File: config.mk
export PLATFORM = sky130hd
export DESIGN_NAME = nrwt_slot_check
export DESIGN_NICKNAME = d
export VERILOG_FILES = /design/src/hdl/nrwt_pkg.sv /design/src/hdl/nrwt_slot_check.sv
export SDC_FILE = /design/constraint.sdc
export NUM_CORES = 1
export LEC_CHECK = 0
export BUFFER_PORTS_ARGS = -buffer_cell sky130_fd_sc_hd__buf_2
export CORE_AREA = 2 2 261 263
export DETAILED_ROUTE_END_ITERATION = 10
export DIE_AREA = 0 0 263 265
export PLACE_DENSITY = 0.37
export SLEW_MARGIN = 20
export SYNTH_ARGS = -nofsm -noshare
export SYNTH_HDL_FRONTEND = slang
export SYNTH_SLANG_ARGS = --single-unit
File: constraint.sdc
create_clock -name vclk -period 7.4
set_input_delay 0.74 -clock vclk [all_inputs]
set_output_delay 0.74 -clock vclk [all_outputs]
set_load 0.03 [all_outputs]
File: src/hdl/nrwt_pkg.sv
// Shared types, sizes and status codes for the nonce replay window table.
`default_nettype none

package nrwt_pkg;

    // Table geometry.
    localparam int ENTRIES = 256;
    localparam int SLOT_W  = $clog2(ENTRIES);
    localparam int CNT_W   = $clog2(ENTRIES + 1);

    // Field widths.
    localparam int NOW_W  = 63;
    localparam int WORD_W = 64;
    localparam int DIG_W  = 4 * WORD_W;
    localparam int WIN_W  = 32;

    localparam logic [WIN_W-1:0] WINDOW_RESET = 32'd600;

    // Result codes.
    typedef logic [1:0] t_status;
    localparam t_status ST_ACCEPT  = 2'd0;
    localparam t_status ST_REPLAY  = 2'd1;
    localparam t_status ST_FULL    = 2'd2;
    localparam t_status ST_BADTIME = 2'd3;

    // One table row: the time stamp and the stored digest.
    typedef struct packed {
        logic [NOW_W-1:0] stamp;
        logic [DIG_W-1:0] digest;
    } t_row;

    // Verdict of the slot check unit for one row.
    typedef struct packed {
        logic live;
        logic match;
    } t_slot_result;

endpackage

`default_nettype wire

File: src/hdl/nrwt_slot_check.sv
// Slot check unit: decides whether one stored row is live and holds the probed digest.
`default_nettype none

module nrwt_slot_check
    import nrwt_pkg::*;
(
    input  wire logic              i_stamp_vld,
    input  wire t_row              i_row,
    input  wire logic [NOW_W-1:0]  i_now,
    input  wire logic [DIG_W-1:0]  i_digest,
    input  wire logic [WIN_W-1:0]  i_window,
    output t_slot_result           o_res
);

    logic [NOW_W-1:0] age;
    logic             stamp_set;
    logic             in_future;

    // A slot never written reads as an empty stamp.
    assign stamp_set = i_stamp_vld && (i_row.stamp != '0);
    assign in_future = i_row.stamp > i_now;
    assign age       = i_now - i_row.stamp;

    assign o_res.live  = stamp_set &&
                         (in_future || (age <= {{(NOW_W - WIN_W){1'b0}}, i_window}));
    assign o_res.match = (i_row.digest == i_digest);

endmodule

`default_nettype wire

* Word-level counts from Yosys, hierarchy flattened
Cells that the tools add are included.
** Operators by class
- $add $sub $neg :: 1
- $lt $le $gt $ge :: 2
- Equality and inequality tests :: 1
- Reduce and logical (&&, ||, !) cells :: 4
** Operators by type and width (number)
- 256-bit equality test :: 1
- 63-bit > comparator :: 1
- 63-bit by 32-bit <= comparator with 1-bit output :: 1
- 63-bit nonzero test :: 1
- 63-bit subtractor :: 1
- 1-bit logical AND :: 2
- 1-bit logical OR :: 1
** Storage, ports and cells
- Register bits :: 0
- Bits of input ports :: 671
- Output and inout bits :: 2
- Logic and storage cells :: 8

* Logic depth before layout (Yosys ltp)
- Word-level depth :: 4
- Mapped depth :: 24
- Mapped depth without buffers :: 24

* Worst setup path before layout
Ideal clock, no wire load.
- Kind :: input to output
- Start :: input i_row[259] (netlist name)
- End :: output o_res[1] (netlist name)
- Data arrival time :: 6.019 ns
- Data required time :: 6.660 ns
- Slack :: 0.641 ns
- Stages :: 24
- Path buffers :: 0
- Path through :: inv_1 ha_1 and2_4 a221oi_2 a2111oi_2 or3_4 a31o_2 a21boi_0 nor2_1 nor2_1 o21bai_1 a21oi_1 xnor2_1 ha_1 and3_1 nand3_1 or4_1 o2bb2ai_1 o2111ai_1 or4_1 or4_1 nor4_2 nand4_1 o21ai_1
** RTL lines
- start, declared :: RTL line nrwt_slot_check.sv:8 : input wire t_row i_row,
- end, declared :: RTL line nrwt_slot_check.sv:12 : output t_slot_result o_res

==> impl_metrics.py <==
metrics = {
    "placed_design": {
        "gp_congestion": 0.9918,
        "port-buffer-count": 673,
        "place_hpwl_mm": 68.30,
    },
    "logic_synthesis": {
        "syn_area_um2": 8159,
        "syn_nets": 1952,
        "synth_cell_types": 70,
        "yosys_warnings": 0,
        "ys_seq_area_share_pct": 0,
        "syn_area_per_cell_um2": 6.885,
        "synth_cells": 1185,
    },
    "cts": {
        "cts_setup_buffers": 0,
        "ctsHoldBuffers": 0,
    },
    "setup_path": {
        "worst_setup_path_start_kind": "input port",
        "cp.required_ns": 6.66,
        "cpPeakStageDelay_ns": 0.50,
        "critPathArrivalTime_ns": 6.33,
        "critPathKind": "in2out",
        "cp-end-kind": "primary output",
        "cp_max_fo": 4,
        "worst_path_max_delay_cell": "or4_1",
    },
    "global_route": {
        "antenna_found_initial": 73,
        "first_global_vias": 12000,
        "grt_max_degree": 13,
        "grt_usage_pct": 19.49,
        "grt_pass1_wl_mm": 94.78,
        "overflow": 0,
    },
    "timing": {
        "hold_violations": 0,
        "finalCritPeriodShare_pct": 95.60,
        "tns_ns": 0,
        "clock.fmax_ghz": 0.1414,
        "hold_ws_ns": 2.066,
        "drv_slew": 0,
        "fin_crit_ns": 7.075,
        "finalSetupViolCount": 0,
        "slew_headroom_pct": 44.51,
        "rsz0062_at_grt": "false",
        "worstMarginPinSlew_ns": 0.8247,
    },
    "power": {
        "power_density_nw_per_um2": 74.24,
        "p_leak_nw": 6.162,
        "ir_drop_mv": 0.02633,
    },
    "finish": {
        "final_nets": 2599,
        "seq_cells": 0,
        "seqCellArea_um2": 0,
        "layout_common_cells": "672 x buf_2, 158 x xnor2_1, 141 x xor2_1",
        "drive_above_1_share_pct": 38.03,
        "clkbuf_count": 0,
        "area_growth_pct": 54.55,
        "final_common_cell": "buf_2",
    },
    "floorplanning": {
        "initial_core_util_pct": 12.21,
        "fp-row-count": 95,
        "fp.coreArea_um2": 66800,
        "dieHeight_um": 265,
        "dieWidth_um": 263,
        "io_pins": 673,
        "dieArea_um2": 69700,
    },
    "run_status": {
        "status": "completed",
    },
    "route": {
        "ant_nets": 0,
        "routed_via_density": 4.295,
        "vias": 11680,
        "drc": 0,
        "drt_wl_total_mm": 71.76,
        "first_pass_iters": 5,
        "drt_iter0_markers": 803,
        "wl_per_cell_um": 26.39,
    },
    "hold_path": {
        "hold_path.class": "in2out",
    },
    "flow_run": {
        "drv_cap": 0,
    },
}
## Yosys cell counts (4+ instances only)
library cell	number	area, um^2
a211o_1	5	43.79
a211oi_1	9	67.56
a21boi_0	4	30.03
a21o_1	30	225.2
a21oi_1	95	475.5
a31oi_1	10	62.56
and2_1	4	25.02
and3_1	5	31.28
and4_1	7	61.31
clkbuf_1	33	123.9
ha_1	95	1189
inv_1	123	461.7
nand2_1	68	255.2
nand2b_1	6	37.54
nand3_1	20	100.1
nand4_1	83	519.3
nor2_1	53	198.9
nor2b_1	5	31.28
nor3_1	18	90.09
nor4_1	60	375.4
o211ai_1	7	52.55
o21a_1	12	90.09
o21ai_0	41	205.2
o21ai_1	9	45.04
o21bai_1	10	75.07
o22ai_1	4	25.02
or3_1	4	25.02
or4_1	4	30.03
xnor2_1	158	1384
xor2_1	141	1235
## power by group
| part | internal (mW) | switching, mW | leakage, nW | total (mW) |
|---|---|---|---|---|
| Sequential | 0 | 0 | 0 | 0 |
| Combinational | 0.414 | 0.523 | 6.16 | 0.936 |
| Clock | 0.000000298 | 0 | 0.000101 | 0.000000298 |
| Total | 0.414 | 0.523 | 6.16 | 0.936 |
## through the flow
step / util, % / instance area (um^2) / power, mW / worst slack (ns) / std cells
5_1_grt: 18.83 / 12580 / 1.022 / 0.02978 / 2708
3_5_place_dp: 18.78 / 12540 / 0.9314 / 0.04606 / 2703
6_report: 18.88 / 12610 / 0.9361 / 0.3255 / 2719
3_3_place_gp: 18.78 / 12540 / 0.9328 / 0.1005 / 2703
4_1_cts: 18.78 / 12540 / 0.9359 / 0.04572 / 2703
2_1_floorplan: - / 8159 / 0.5049 / 0.6411 / 1185
## area by class of cell
type	instances	area [um^2]
timing repair buffer	680	3423
tap	873	1092
antenna	16	40.04
multi-input combinational	1027	7592
fill	7846	54190
inverter	123	461.7
## worst paths after layout
check	start	to	slack (ns)	cells past startpoint
max	i_row[260]	o_res[1]	0.33	26
min	i_now[62]	o_res[1]	2.07	5
## what timing repair did
item | in CTS | in global routing
endpoints found under the hold margin | 0 | 0
setup endpoints to repair | 0 | 1
gates resized for setup | 0 | 6
## kinds of logic (layout without fill, tap and decap cells)
| group | Yosys count | count (layout) | synth area share (%) |
|---|---|---|---|
| AND/OR/NAND/NOR | 354 | 354 | 23.46 |
| buffers and inverters | 158 | 803 | 7.299 |
| adder cells (fa/ha/maj) | 96 | 96 | 14.81 |
| multiplexers | 3 | 3 | 0.3681 |
| XOR/XNOR | 299 | 299 | 32.10 |
| other | 0 | 16 | 0 |
| AO/OA/AOI/OAI | 275 | 275 | 21.96 |
## metal layers
metal / GRT usage (%) / vias to the layer above / wire, um
met5: 0 / - / 286
met4: 2.255 / 44 / 1309
met3: 7.301 / 126 / 6526
met2: 35.99 / 556 / 35680
met1: 21.74 / 5366 / 27950
li1: - / 5585 / -
## critical path: cells and delay by family
family,cells,cell delay (ns)
buffers and inverters,3,0.34
XOR/XNOR,1,0.09
AND/OR/NAND/NOR,11,2.80
AO/OA/AOI/OAI,9,1.67
adder cells (fa/ha/maj),2,0.67
Note: power is estimated with default switching activity, not from simulation.
